--- config.mk ---
export PLATFORM = sky130hd
export DESIGN_NAME = dc_motor_encoder_brake_speed
export DESIGN_NICKNAME = d
export VERILOG_FILES = /design/src/design/dcmeb_pkg.sv /design/src/design/dc_motor_encoder_brake_speed.sv /design/src/design/dcmeb_front.sv /design/src/design/dcmeb_div.sv /design/src/design/dcmeb_back.sv
export VERILOG_INCLUDE_DIRS = /design/src /design/src/design
export SDC_FILE = /design/constraint.sdc
export NUM_CORES = 2
export LEC_CHECK = 0
export ABC_AREA = 0
export BUFFER_PORTS_ARGS = -buffer_cell sky130_fd_sc_hd__buf_2
export CAP_MARGIN = 15
export CORE_MARGIN = 2
export CORE_UTILIZATION = 60
export CTS_BUF_LIST = sky130_fd_sc_hd__clkbuf_2 sky130_fd_sc_hd__clkbuf_4 sky130_fd_sc_hd__clkbuf_8
export CTS_CLUSTER_SIZE = 14
export DETAILED_ROUTE_END_ITERATION = 12
export PLACE_DENSITY = 0.78
export SLEW_MARGIN = 30
export SYNTH_ARGS = -nofsm -noshare
export SYNTH_HDL_FRONTEND = slang
export SYNTH_HIERARCHICAL = 1
export SYNTH_SLANG_ARGS = --single-unit
--- constraint.sdc ---
create_clock -name i_clk -period 14.4 [get_ports i_clk]
set_input_delay 2.16 -clock i_clk [delete_from_list [all_inputs] [get_ports i_clk]]
set_output_delay 2.16 -clock i_clk [all_outputs]
set_load 0.005 [all_outputs]
--- src/design/assert_macros.svh ---
// Assertion helpers shared by the motor encoder block
`ifndef ASSERT_MACROS_SVH
`define ASSERT_MACROS_SVH
`ifndef SYNTHESIS
`define ASSERT_ALWAYS(lbl, clk, rstn, expr) \
    lbl: assert property (@(posedge clk) disable iff (!rstn) (expr)) \
        else $error("assertion failed");
`define ASSERT_IMPLY(lbl, clk, rstn, ante, cons) \
    lbl: assert property (@(posedge clk) disable iff (!rstn) (ante) |-> (cons)) \
        else $error("assertion failed");
`else
`define ASSERT_ALWAYS(lbl, clk, rstn, expr)
`define ASSERT_IMPLY(lbl, clk, rstn, ante, cons)
`endif
`endif

--- src/design/dcmeb_pkg.sv ---
package dcmeb_pkg;

    localparam int COUNT_W = 32;
    localparam int DUTY_W  = 8;
    localparam int CFG_W   = 16;
    localparam int MS_W    = 16;
    localparam int RPM_W   = 32;
    localparam int SCALE_W = 16;
    localparam int QUOT_W  = 47;
    localparam int STEP_W  = 6;
    localparam int QDEPTH  = 2;

    localparam logic [DUTY_W-1:0]  DUTY_MAX      = '1;
    localparam logic [SCALE_W-1:0] RPM_SCALE     = 16'd60000;
    localparam logic [CFG_W-1:0]   TPR_RESET     = 16'd1;
    localparam logic [CFG_W-1:0]   INTERVAL_RESET = 16'd1000;

    typedef enum logic [2:0] {
        K_EDGE      = 3'd0,
        K_TICK      = 3'd1,
        K_RIGHT     = 3'd2,
        K_LEFT      = 3'd3,
        K_OFF       = 3'd4,
        K_BRAKE     = 3'd5,
        K_RESET_POS = 3'd6,
        K_NONE      = 3'd7
    } t_kind;

    typedef enum logic [1:0] {
        MODE_LEFT  = 2'd0,
        MODE_RIGHT = 2'd1,
        MODE_OFF   = 2'd2
    } t_mode;

    typedef enum logic {
        REG_TPR      = 1'b0,
        REG_INTERVAL = 1'b1
    } t_reg;

    typedef struct packed {
        t_kind             kind;
        logic              enc_b;
        logic [DUTY_W-1:0] pwm;
    } t_entry;

    typedef struct packed {
        logic [CFG_W-1:0] tpr;
        logic [CFG_W-1:0] interval;
    } t_cfg;

    typedef struct packed {
        logic [COUNT_W-1:0] diff;
        logic [MS_W-1:0]    elapsed;
        logic [CFG_W-1:0]   tpr;
    } t_div_req;

    typedef struct packed {
        logic             busy;
        logic [RPM_W-1:0] rpm;
    } t_div_stat;

    typedef struct packed {
        logic [DUTY_W-1:0]  right_pwm;
        logic [DUTY_W-1:0]  left_pwm;
        logic [1:0]         mode;
        logic               braking;
        logic               moving;
        logic [COUNT_W-1:0] position;
        logic [RPM_W-1:0]   speed_rpm;
        logic               speed_new;
    } t_result;

endpackage

--- src/design/dc_motor_encoder_brake_speed.sv ---
// DC motor drive with encoder position tracking, reverse braking and rpm
// measurement. Each transaction on the input stream yields exactly one result
// transaction showing the drive state after it. Inputs land in a two-entry
// queue and are executed one per cycle while the output is free and no
// measurement is in progress; a millisecond tick that completes a measurement
// goes through the iterative divider instead (sign fix, two multiplies, 47
// restoring steps, saturation), during which the queue holds further
// transactions. Registers are written over APB: ticks per rotation at 0x0,
// measurement interval in milliseconds at 0x4.
`include "assert_macros.svh"

module dc_motor_encoder_brake_speed (
    input  logic        i_clk,
    input  logic        i_rst_n,
    input  logic        s_axis_tvalid,
    output logic        s_axis_tready,
    input  logic [15:0] s_axis_tdata,  // encoder_b, speed_pwm[7:0], pad
    input  logic [2:0]  s_axis_tuser,  // kind[2:0]
    output logic        m_axis_tvalid,
    input  logic        m_axis_tready,
    // right_pwm, left_pwm, mode[1:0], braking, moving, position[31:0],
    // speed_rpm[31:0], pad
    output logic [87:0] m_axis_tdata,
    output logic [0:0]  m_axis_tuser,  // speed_new
    input  logic        psel,
    input  logic        penable,
    input  logic        pwrite,
    input  logic [2:0]  paddr,
    input  logic [31:0] pwdata,
    output logic [31:0] prdata,
    output logic        pready
);

    dcmeb_pkg::t_cfg      r_cfg;
    dcmeb_pkg::t_entry    entry;
    logic                 entry_valid;
    logic                 pop;
    logic                 div_start;
    dcmeb_pkg::t_div_req  div_req;
    dcmeb_pkg::t_div_stat div_stat;
    dcmeb_pkg::t_result   res;
    dcmeb_pkg::t_reg      reg_sel;

    assign pready  = 1'b1;
    assign reg_sel = dcmeb_pkg::t_reg'(paddr[2]);

    always_ff @(posedge i_clk) begin
        if (!i_rst_n) begin
            r_cfg.tpr      <= dcmeb_pkg::TPR_RESET;
            r_cfg.interval <= dcmeb_pkg::INTERVAL_RESET;
        end else if (psel && penable && pwrite && pready) begin
            unique case (reg_sel)
                dcmeb_pkg::REG_TPR:      r_cfg.tpr      <= pwdata[15:0];
                dcmeb_pkg::REG_INTERVAL: r_cfg.interval <= pwdata[15:0];
                default: begin
                end
            endcase
        end
    end

    always_comb begin
        unique case (reg_sel)
            dcmeb_pkg::REG_TPR:      prdata = {16'd0, r_cfg.tpr};
            dcmeb_pkg::REG_INTERVAL: prdata = {16'd0, r_cfg.interval};
            default:                 prdata = '0;
        endcase
    end

    dcmeb_front u_front (
        .i_clk   (i_clk),
        .i_rst_n (i_rst_n),
        .i_valid (s_axis_tvalid),
        .o_ready (s_axis_tready),
        .i_kind  (s_axis_tuser),
        .i_enc_b (s_axis_tdata[0]),
        .i_pwm   (s_axis_tdata[8:1]),
        .o_valid (entry_valid),
        .o_entry (entry),
        .i_pop   (pop)
    );

    dcmeb_back u_back (
        .i_clk       (i_clk),
        .i_rst_n     (i_rst_n),
        .i_valid     (entry_valid),
        .i_entry     (entry),
        .o_pop       (pop),
        .i_cfg       (r_cfg),
        .o_div_start (div_start),
        .o_div_req   (div_req),
        .i_div_stat  (div_stat),
        .o_valid     (m_axis_tvalid),
        .i_ready     (m_axis_tready),
        .o_result    (res)
    );

    dcmeb_div u_div (
        .i_clk   (i_clk),
        .i_rst_n (i_rst_n),
        .i_start (div_start),
        .i_req   (div_req),
        .o_stat  (div_stat)
    );

    assign m_axis_tdata = {4'd0, res.speed_rpm, res.position, res.moving, res.braking,
                           res.mode, res.left_pwm, res.right_pwm};
    assign m_axis_tuser = res.speed_new;

    `ASSERT_IMPLY(a_div_idle_start, i_clk, i_rst_n, div_start, !div_stat.busy)

endmodule

--- src/design/dcmeb_front.sv ---
`include "assert_macros.svh"

module dcmeb_front (
    input  logic                  i_clk,
    input  logic                  i_rst_n,
    input  logic                  i_valid,
    output logic                  o_ready,
    input  logic [2:0]            i_kind,
    input  logic                  i_enc_b,
    input  logic [dcmeb_pkg::DUTY_W-1:0] i_pwm,
    output logic                  o_valid,
    output dcmeb_pkg::t_entry     o_entry,
    input  logic                  i_pop
);

    dcmeb_pkg::t_entry r_q [dcmeb_pkg::QDEPTH];
    logic       r_wr;
    logic       r_rd;
    logic [1:0] r_cnt;
    logic       push;
    logic       pop;
    dcmeb_pkg::t_entry entry;

    always_comb begin
        entry.kind  = dcmeb_pkg::t_kind'(i_kind);
        entry.enc_b = i_enc_b;
        entry.pwm   = i_pwm;
    end

    assign o_ready = (r_cnt != 2'(dcmeb_pkg::QDEPTH));
    assign o_valid = (r_cnt != 2'd0);
    assign o_entry = r_q[r_rd];
    assign push    = i_valid && o_ready;
    assign pop     = i_pop && o_valid;

    always_ff @(posedge i_clk) begin
        if (push) begin
            r_q[r_wr] <= entry;
        end
    end

    always_ff @(posedge i_clk) begin
        if (!i_rst_n) begin
            r_wr  <= 1'b0;
            r_rd  <= 1'b0;
            r_cnt <= 2'd0;
        end else begin
            if (push) begin
                r_wr <= ~r_wr;
            end
            if (pop) begin
                r_rd <= ~r_rd;
            end
            if (push && !pop) begin
                r_cnt <= r_cnt + 2'd1;
            end else if (pop && !push) begin
                r_cnt <= r_cnt - 2'd1;
            end
        end
    end

    `ASSERT_ALWAYS(a_cnt_bound, i_clk, i_rst_n, r_cnt <= 2'(dcmeb_pkg::QDEPTH))
    `ASSERT_IMPLY(a_ptr_match, i_clk, i_rst_n, (r_cnt == 2'd0) || (r_cnt == 2'd2), r_wr == r_rd)

endmodule

--- src/design/dcmeb_div.sv ---
`include "assert_macros.svh"

module dcmeb_div (
    input  logic                  i_clk,
    input  logic                  i_rst_n,
    input  logic                  i_start,
    input  dcmeb_pkg::t_div_req   i_req,
    output dcmeb_pkg::t_div_stat  o_stat
);

    typedef enum logic [4:0] {
        D_IDLE = 5'b00001,
        D_ABS  = 5'b00010,
        D_MUL  = 5'b00100,
        D_DIV  = 5'b01000,
        D_FIN  = 5'b10000
    } t_dstate;

    localparam int QW = dcmeb_pkg::QUOT_W;

    t_dstate r_state;
    logic [dcmeb_pkg::COUNT_W-1:0] r_diff;
    logic [dcmeb_pkg::COUNT_W-1:0] r_mag;
    logic                          r_neg;
    logic [dcmeb_pkg::MS_W-1:0]    r_el;
    logic [dcmeb_pkg::CFG_W-1:0]   r_tpr;
    logic [QW-1:0]                 r_quot;
    logic [31:0]                   r_rem;
    logic [31:0]                   r_div;
    logic [dcmeb_pkg::STEP_W-1:0]  r_step;
    logic [dcmeb_pkg::RPM_W-1:0]   r_rpm;

    logic [47:0] prod;
    logic [31:0] dprod;
    logic [32:0] trial;
    logic        ge;
    logic        sat;

    assign prod  = r_mag * dcmeb_pkg::RPM_SCALE;
    assign dprod = r_el * r_tpr;
    assign trial = {r_rem, r_quot[QW-1]};
    assign ge    = (trial >= {1'b0, r_div});
    assign sat   = |r_quot[QW-1:31];

    assign o_stat.busy = (r_state != D_IDLE);
    assign o_stat.rpm  = r_rpm;

    always_ff @(posedge i_clk) begin
        unique case (r_state)
            D_IDLE: begin
                if (i_start) begin
                    r_diff <= i_req.diff;
                    r_el   <= (i_req.elapsed == '0) ? 16'd1 : i_req.elapsed;
                    r_tpr  <= (i_req.tpr == '0) ? 16'd1 : i_req.tpr;
                end
            end
            D_ABS: begin
                r_neg <= r_diff[dcmeb_pkg::COUNT_W-1];
                r_mag <= r_diff[dcmeb_pkg::COUNT_W-1] ? (~r_diff + 32'd1) : r_diff;
            end
            D_MUL: begin
                r_quot <= prod[QW-1:0];
                r_div  <= dprod;
                r_rem  <= '0;
                r_step <= '0;
            end
            D_DIV: begin
                r_rem  <= ge ? 32'(trial - {1'b0, r_div}) : trial[31:0];
                r_quot <= {r_quot[QW-2:0], ge};
                r_step <= r_step + 6'd1;
            end
            D_FIN: begin
                if (r_neg) begin
                    r_rpm <= sat ? 32'h8000_0000 : (~r_quot[31:0] + 32'd1);
                end else begin
                    r_rpm <= sat ? 32'h7FFF_FFFF : r_quot[31:0];
                end
            end
            default: begin
            end
        endcase
    end

    always_ff @(posedge i_clk) begin
        if (!i_rst_n) begin
            r_state <= D_IDLE;
        end else begin
            unique case (r_state)
                D_IDLE: if (i_start) r_state <= D_ABS;
                D_ABS:  r_state <= D_MUL;
                D_MUL:  r_state <= D_DIV;
                D_DIV:  if (r_step == 6'(QW - 1)) r_state <= D_FIN;
                D_FIN:  r_state <= D_IDLE;
                default: r_state <= D_IDLE;
            endcase
        end
    end

    `ASSERT_IMPLY(a_start_idle, i_clk, i_rst_n, i_start, r_state == D_IDLE)
    `ASSERT_IMPLY(a_rem_below, i_clk, i_rst_n, r_state == D_DIV, r_rem < r_div)

endmodule

--- src/design/dcmeb_back.sv ---
`include "assert_macros.svh"

module dcmeb_back (
    input  logic                  i_clk,
    input  logic                  i_rst_n,
    input  logic                  i_valid,
    input  dcmeb_pkg::t_entry     i_entry,
    output logic                  o_pop,
    input  dcmeb_pkg::t_cfg       i_cfg,
    output logic                  o_div_start,
    output dcmeb_pkg::t_div_req   o_div_req,
    input  dcmeb_pkg::t_div_stat  i_div_stat,
    output logic                  o_valid,
    input  logic                  i_ready,
    output dcmeb_pkg::t_result    o_result
);

    typedef enum logic [1:0] {
        S_RUN  = 2'b01,
        S_WAIT = 2'b10
    } t_bstate;

    t_bstate r_state;
    logic [dcmeb_pkg::COUNT_W-1:0] r_pos;
    logic [dcmeb_pkg::COUNT_W-1:0] r_ref;
    logic [dcmeb_pkg::MS_W-1:0]    r_ms;
    dcmeb_pkg::t_mode              r_mode;
    logic                          r_brk;
    logic [dcmeb_pkg::RPM_W-1:0]   r_speed;
    logic [dcmeb_pkg::DUTY_W-1:0]  r_right;
    logic [dcmeb_pkg::DUTY_W-1:0]  r_left;
    logic                          r_ovalid;
    dcmeb_pkg::t_result            r_res;

    logic [dcmeb_pkg::COUNT_W-1:0] n_pos;
    logic [dcmeb_pkg::MS_W-1:0]    n_ms;
    dcmeb_pkg::t_mode              n_mode;
    logic                          n_brk;
    logic [dcmeb_pkg::DUTY_W-1:0]  n_right;
    logic [dcmeb_pkg::DUTY_W-1:0]  n_left;
    logic out_free;
    logic take;
    logic measure;
    logic finish;

    assign out_free = !r_ovalid || i_ready;
    assign take     = (r_state == S_RUN) && i_valid && out_free;
    assign finish   = (r_state == S_WAIT) && !i_div_stat.busy && out_free;
    assign o_pop    = take;
    assign o_valid  = r_ovalid;
    assign o_result = r_res;

    always_comb begin
        n_pos   = r_pos;
        n_ms    = r_ms;
        n_mode  = r_mode;
        n_brk   = r_brk;
        n_right = r_right;
        n_left  = r_left;
        unique case (i_entry.kind)
            dcmeb_pkg::K_EDGE: begin
                n_pos = i_entry.enc_b ? (r_pos + 32'd1) : (r_pos - 32'd1);
            end
            dcmeb_pkg::K_TICK: begin
                if (r_ms != '1) begin
                    n_ms = r_ms + 16'd1;
                end
            end
            dcmeb_pkg::K_RIGHT: begin
                n_right = i_entry.pwm;
                n_left  = '0;
                n_mode  = dcmeb_pkg::MODE_RIGHT;
            end
            dcmeb_pkg::K_LEFT: begin
                n_left  = i_entry.pwm;
                n_right = '0;
                n_mode  = dcmeb_pkg::MODE_LEFT;
            end
            dcmeb_pkg::K_OFF: begin
                n_right = '0;
                n_left  = '0;
                n_mode  = dcmeb_pkg::MODE_OFF;
                n_brk   = 1'b0;
            end
            dcmeb_pkg::K_BRAKE: begin
                if (!r_brk && r_mode != dcmeb_pkg::MODE_OFF) begin
                    if (r_mode == dcmeb_pkg::MODE_LEFT) begin
                        n_right = dcmeb_pkg::DUTY_MAX;
                        n_left  = '0;
                        n_mode  = dcmeb_pkg::MODE_RIGHT;
                    end else begin
                        n_left  = dcmeb_pkg::DUTY_MAX;
                        n_right = '0;
                        n_mode  = dcmeb_pkg::MODE_LEFT;
                    end
                    n_brk = 1'b1;
                end
            end
            dcmeb_pkg::K_RESET_POS: begin
                n_pos = '0;
            end
            default: begin
            end
        endcase
        // release the brake once the count has moved back past the reference
        if (n_brk && ((n_mode == dcmeb_pkg::MODE_LEFT && $signed(r_ref) > $signed(n_pos)) ||
                      (n_mode == dcmeb_pkg::MODE_RIGHT && $signed(r_ref) < $signed(n_pos)))) begin
            n_right = '0;
            n_left  = '0;
            n_mode  = dcmeb_pkg::MODE_OFF;
            n_brk   = 1'b0;
        end
    end

    assign measure = (i_entry.kind == dcmeb_pkg::K_TICK) && (n_ms >= i_cfg.interval);
    assign o_div_start = take && measure;

    always_comb begin
        o_div_req.diff    = n_pos - r_ref;
        o_div_req.elapsed = n_ms;
        o_div_req.tpr     = i_cfg.tpr;
    end

    always_ff @(posedge i_clk) begin
        if (!i_rst_n) begin
            r_pos   <= '0;
            r_ref   <= '0;
            r_ms    <= '0;
            r_mode  <= dcmeb_pkg::MODE_OFF;
            r_brk   <= 1'b0;
            r_speed <= '0;
            r_right <= '0;
            r_left  <= '0;
        end else if (take) begin
            r_pos   <= n_pos;
            r_mode  <= n_mode;
            r_brk   <= n_brk;
            r_right <= n_right;
            r_left  <= n_left;
            if (measure) begin
                r_ref <= n_pos;
                r_ms  <= '0;
            end else begin
                r_ms  <= n_ms;
                r_res <= '{right_pwm: n_right, left_pwm: n_left, mode: n_mode,
                           braking: n_brk, moving: (n_mode != dcmeb_pkg::MODE_OFF),
                           position: n_pos, speed_rpm: r_speed, speed_new: 1'b0};
            end
        end else if (finish) begin
            r_speed <= i_div_stat.rpm;
            r_res   <= '{right_pwm: r_right, left_pwm: r_left, mode: r_mode,
                         braking: r_brk, moving: (r_mode != dcmeb_pkg::MODE_OFF),
                         position: r_pos, speed_rpm: i_div_stat.rpm, speed_new: 1'b1};
        end
    end

    always_ff @(posedge i_clk) begin
        if (!i_rst_n) begin
            r_state  <= S_RUN;
            r_ovalid <= 1'b0;
        end else begin
            unique case (r_state)
                S_RUN:  if (o_div_start) r_state <= S_WAIT;
                S_WAIT: if (finish) r_state <= S_RUN;
                default: r_state <= S_RUN;
            endcase
            if ((take && !measure) || finish) begin
                r_ovalid <= 1'b1;
            end else if (i_ready) begin
                r_ovalid <= 1'b0;
            end
        end
    end

    `ASSERT_IMPLY(a_off_quiet, i_clk, i_rst_n, r_mode == dcmeb_pkg::MODE_OFF, (r_right == '0) && (r_left == '0) && !r_brk)
    `ASSERT_ALWAYS(a_one_side, i_clk, i_rst_n, (r_right == '0) || (r_left == '0))
    `ASSERT_IMPLY(a_wait_no_pop, i_clk, i_rst_n, r_state == S_WAIT, !o_pop)

endmodule

---- Yosys cells after proc, flatten, opt, wreduce, memory -nomap -nowiden ----
Memories as Yosys holds them, arrays and structs flattened. A register that Yosys moved wholly into a read port is not among the register bits.
Cells that the tools add are included.
Widths: inputs -> output; s select.
storage, ports and cells
  register bits after elaboration ......... 506
  memory bits (writable) .................. 24
  input bits .............................. 61
  output and inout port bits .............. 124
  logic and storage cells ................. 176
  memories kept ........................... 1
cells by class
  $add $sub $neg .......................... 10
  $mul .................................... 2
  order comparisons ....................... 4
  eq/ne operators ......................... 25
  multiplexer cells ....................... 46
  bitwise logic cells ..................... 6
  reductions and logical operators ........ 47
memories
  memory       words  bits a word  read ports  clocked after memory_dff  write ports  line               RTL
  u_front.r_q  2      12           1           1                         1            dcmeb_front.sv:16  dcmeb_pkg::t_entry r_q [dcmeb_pkg::QDEPTH];
operators by type and width
  cell                    number
  $mux 85                 3
  $pmux 32 s2             3
  $mux 32                 5
  $add 32x1->32 const B   3
  $pmux 47 s2             1
  $not 32->32             2
  $sub 32x32->32          2
  $mux 16                 3
  $mux 8                  6
  $pmux 8 s3              2
  $mul 32x11->42 const B  1
  $ge 33x32->1            1
  $gt 32x32->1            1
  $logic_not 16->1        2
  $lt 32x32->1            1
  $mul 16x16->32          1
  $sub 32x1->32 const B   1
  $mux 31                 1
  $pmux 5 s4              1
  $logic_and 1x1->1       17
  $add 16x1->16 const B   1
  $ge 16x16->1            1
  $ne 16x16->1 const B    1
  $reduce_or 16->1        1
  33 further kinds        79

---- Logic depth before layout (Yosys ltp) ----
  word-level depth ........................ 12
  mapped depth ............................ 28
  depth with buffers taken out ............ 24

---- Cells and area by module ----
Netlist, hierarchy kept.
modules (own cells, without submodules)
  module                        instances  cells each  area each (um2)  seq. area each (um2)
  dcmeb_div                     1          2688        26730.6          7487.2
  dcmeb_back                    1          1668        13753.2          5235.0
  dc_motor_encoder_brake_speed  1          173         1660.3           640.6
  dcmeb_front                   1          61          1103.6           820.8

---- Worst setup path before layout ----
Ideal clock, no wire load.
  kind .................................... register to register
  start ................................... register (tool-made name)
  end ..................................... register u_back.r_res, in the netlist u_back/o_result[0], enable pin
  library setup time ...................... 0.529 ns
  data arrival time ....................... 7.849 ns
  required time ........................... 13.871 ns
  setup slack ............................. 6.022 ns
  stages on the path, launching flop included .. 21
  buffers on the path ..................... 4
  period minus slack after synthesis ...... 8.378 ns
  cell sequence ........................... dfxtp_1 -> buf_2 -> mux2_2 -> clkbuf_1 -> nor3_1 -> o21a_1 -> buf_2 -> nand2_1 -> nor2_1 -> nand4_1 -> xnor2_1 -> ha_1 -> a21o_1 -> a21o_1 -> a2111oi_0 -> o21ai_0 -> and3_1 -> nor2_1 -> clkbuf_1 -> nor2_1 -> nor2_1
RTL lines
  item                  line               RTL
  to (signal assigned)  dcmeb_back.sv:145  r_res <= '{right_pwm: n_right, left_pwm: n_left, mode: n_mode,
  to (signal assigned)  dcmeb_back.sv:151  r_res <= '{right_pwm: r_right, left_pwm: r_left, mode: r_mode,
  to (decl)             dcmeb_back.sv:33   dcmeb_pkg::t_result r_res;

==> metrics <==
clk_skew about 43 ps; most used cell along the critical path nor2_1; via count approximately 32,000; Final Net Count about 5,400; max_cap viols 0; share of cells above drive strength 1 0.0894; Initial Util 0.606; hpwl dp between 70 and 80 mm; initial DRC count 2,094; Synth Instances approximately 4,600; critical path peak fanout 65; proportion of synthesized area in mux cells 0.0181; DRC violations left 0; post-route ant nets 0; CTS root buf clkbuf_8; Slew Viols, Final 0; Gates resized, CTS repair 0; TritonCTS clock tree done; GP Congestion around 0.9; Synth Area in Compound Gates 0.131; #FFs+latches synth around 530; Adder-Cell Fraction of Synth Area 0.259; Async SR Flop Fraction 0; H-Tree Depth 3; Peak VDD IR 0.000134 V; Synth Area in Simple Gates 0.147; EDFF count, synth approximately 360; Fillers between 5,000 and 6,000; worst skew pair latency around 700 ps; final instance area 0.0464 sq mm; top cells by area, synth edfxtp_1 25%, fa_1 16%, ha_1 10%; Yosys Warn Count 6; worst hold path depth 2; CP delay by family, top simple AND/OR/NAND/NOR gates; first-pass GRT wire length roughly 160 mm; outcome finished, final reports clean; XOR/XNOR share of the synthesized area 0.0389; die area about 0.074 sq mm; Critical Path Start Type flop; most common cell after layout, fill and taps aside inv_1; maximum clock rate approximately 0.13 GHz; leakage roughly 21 nW; critical path class flop to flop; First-pass DRT Iterations 5; worst reg-to-reg path cell count 17; post-synth top area share 0.246; CTS Sinks 531; Seq. cell area 0.0142 sq mm; crit path buf inv count 1; mean routed wirelength per cell around 17 um; port bufs between 100 and 150; commonest cells after routing, fill and taps aside 608 x inv_1, 599 x nand2_1, 355 x edfxtp_1; number of cell rows 98; initial antenna violation count 1; via density per instance approximately 5.7; syn avg cell area 9.42 sq um; postcts setup bufs 0; CP max stage cell buf_4; CP Cell Sequence mux2_2 > nor3_1 > o21a_1 > nand2_1 > nor2_1 > nand4_1 > xnor2_1 > ha_1 > a21o_1 > a21o_1 > a2111oi_0 > o21ai_0 > and3_1 > nor2_1 > nor2_1 > nor2_4 > buf_4; Core Area around 0.071 sq mm; max_slew headroom 0.318; gr usage total 0.265; kind of end point of the critical path flop; RSZ-0062 raised after global routing no; post-synthesis sequential area ratio 0.328; HP Class flop to flop; post-synth top area cell edfxtp_1; period utilization 0.529; Levels on crit path 17; placed cell area 0.0443 sq mm; worst slew pin tran between 1000 and 1500 ps; largest net degree at the start of global routing 85; Multi-input gate area between 0.02 and 0.03 sq mm; die height ~270 um; Total Wirelength around 98 mm; dominant synthesized flop cell edfxtp_1; area growth from synthesis to layout 7.23%; post-synthesis cell type count approximately 100; vias in the first global route between 30,000 and 40,000; final hold violations 0; Die X 272 um; Crit path largest cell delay 820 ps; setup TNS 0 ps; clock-pin transition on the worst setup and hold timing paths about 60 ps; CTS buffer count 92; synthesized area around 0.043 sq mm; Final Setup Violations 0; IO Count about 190; Pwr Density between 100 and 150 mW/mm^2; minimum clock period about 7600 ps; Worst EP arrival approximately 7900 ps; Longest Clk Path Bufs 3; Req. time, crit path about 15,000 ps; total gr overflow 0; largest family of logic cells by synthesized area adder cells; hold-fix buffer count after cts 0
-- kinds of logic after synthesis --
kind of cell	count (synthesis)
fa+ha+maj	691
mux	74
flops	531
xor+xnor	192
simple gates	1364
compound gates	892
buf+inv	844
other cells	2
-- synth_stat cells (all sizes together) (27+ instances only) --
| cell | count |
|---|---|
| a211oi | 58 |
| a21o | 98 |
| a21oi | 283 |
| a22oi | 27 |
| and2 | 158 |
| buf | 65 |
| clkbuf | 165 |
| dfxtp | 176 |
| edfxtp | 355 |
| fa | 338 |
| ha | 353 |
| inv | 612 |
| mux2 | 33 |
| mux2i | 41 |
| nand2 | 602 |
| nand2b | 28 |
| nand3 | 61 |
| nand4 | 28 |
| nor2 | 270 |
| nor2b | 36 |
| nor3 | 53 |
| o21ai | 212 |
| o31ai | 29 |
| or3 | 27 |
| xnor2 | 125 |
| xor2 | 67 |
-- power breakdown --
group	switching, mW	internal, mW	total [mW]	leakage (nW)
clock network	0.647	0.846	1.49	1.05
logic	1.08	0.655	1.73	14.9
registers	0.0658	1.83	1.89	4.82
total	1.79	3.33	5.12	20.8
-- layout make-up --
type | count | share of cell area
Sequential cell | 531 | 0.306
Antenna cell | 1 | 0.0000540
Multi-Input combinational cell | 3234 | 0.557
Tap cell | 950 | 0.0256
Clock inverter | 42 | 0.00912
Clock buffer | 129 | 0.0342
Inverter | 614 | 0.0497
Timing Repair Buffer | 158 | 0.0184
-- per-layer routing --
| layer | up-vias | global-route usage | routed length [um] |
|---|---|---|---|
| li1 | 15500 | - | - |
| met1 | 15600 | 0.358 | 43200 |
| met2 | 1032 | 0.427 | 44700 |
| met3 | 155 | 0.0628 | 7740 |
| met4 | 0 | 0.0788 | 1970 |
| met5 | - | 0 | 0 |
-- path summary, 6_finish.rpt --
path	start	end	slack, ps
min	u_back/r_speed[12]	u_back/r_speed[12]	450
min reg2reg	u_back/r_speed[12]	u_back/r_speed[12]	450
max	flop	u_back/o_result[21]	6780
max reg2reg	flop	u_back/o_result[21]	6780
-- flip-flops by register name, summed over array words and instances (netlist names), 16 cells and up, named ones only --
| name | cells |
|---|---|
| u_back/o_result | 85 |
| u_div/r_quot | 47 |
| r_cfg | 32 |
| u_back/r_pos | 32 |
| u_back/r_ref | 32 |
| u_back/r_speed | 32 |
| u_div/r_diff | 32 |
| u_div/r_div | 32 |
| u_div/r_mag | 32 |
| u_div/r_rem | 32 |
| u_div/r_rpm | 32 |
| u_front/r_q | 24 |
| u_back/r_ms | 16 |
| u_div/r_el | 16 |
| u_div/r_tpr | 16 |
-- tightest hold or removal path, cell delays in order, from the launching register on --
cell and delay (ps):
dfxtp_1 310, nand2_1 50, a21oi_1 50
-- per-stage QoR --
| step | total power, mW | setup slack (ps) | utilization | std cells | hold WS, ps |
|---|---|---|---|---|---|
| 6_report | 5.12 | 6780 | 0.650 | 5659 | 454 |
| 5_1_grt | 5.41 | 6260 | 0.650 | 5659 | 475 |
| 4_1_cts | 5.13 | 6890 | 0.650 | 5657 | 455 |
| 3_5_place_dp | 3.62 | 6900 | 0.621 | 5486 | 447 |
| 3_3_place_gp | 3.59 | 6990 | 0.621 | 5486 | 439 |
| 2_1_floorplan | 3.20 | 6020 | - | 4609 | 432 |
Note: power is estimated with default switching activity, not from simulation.
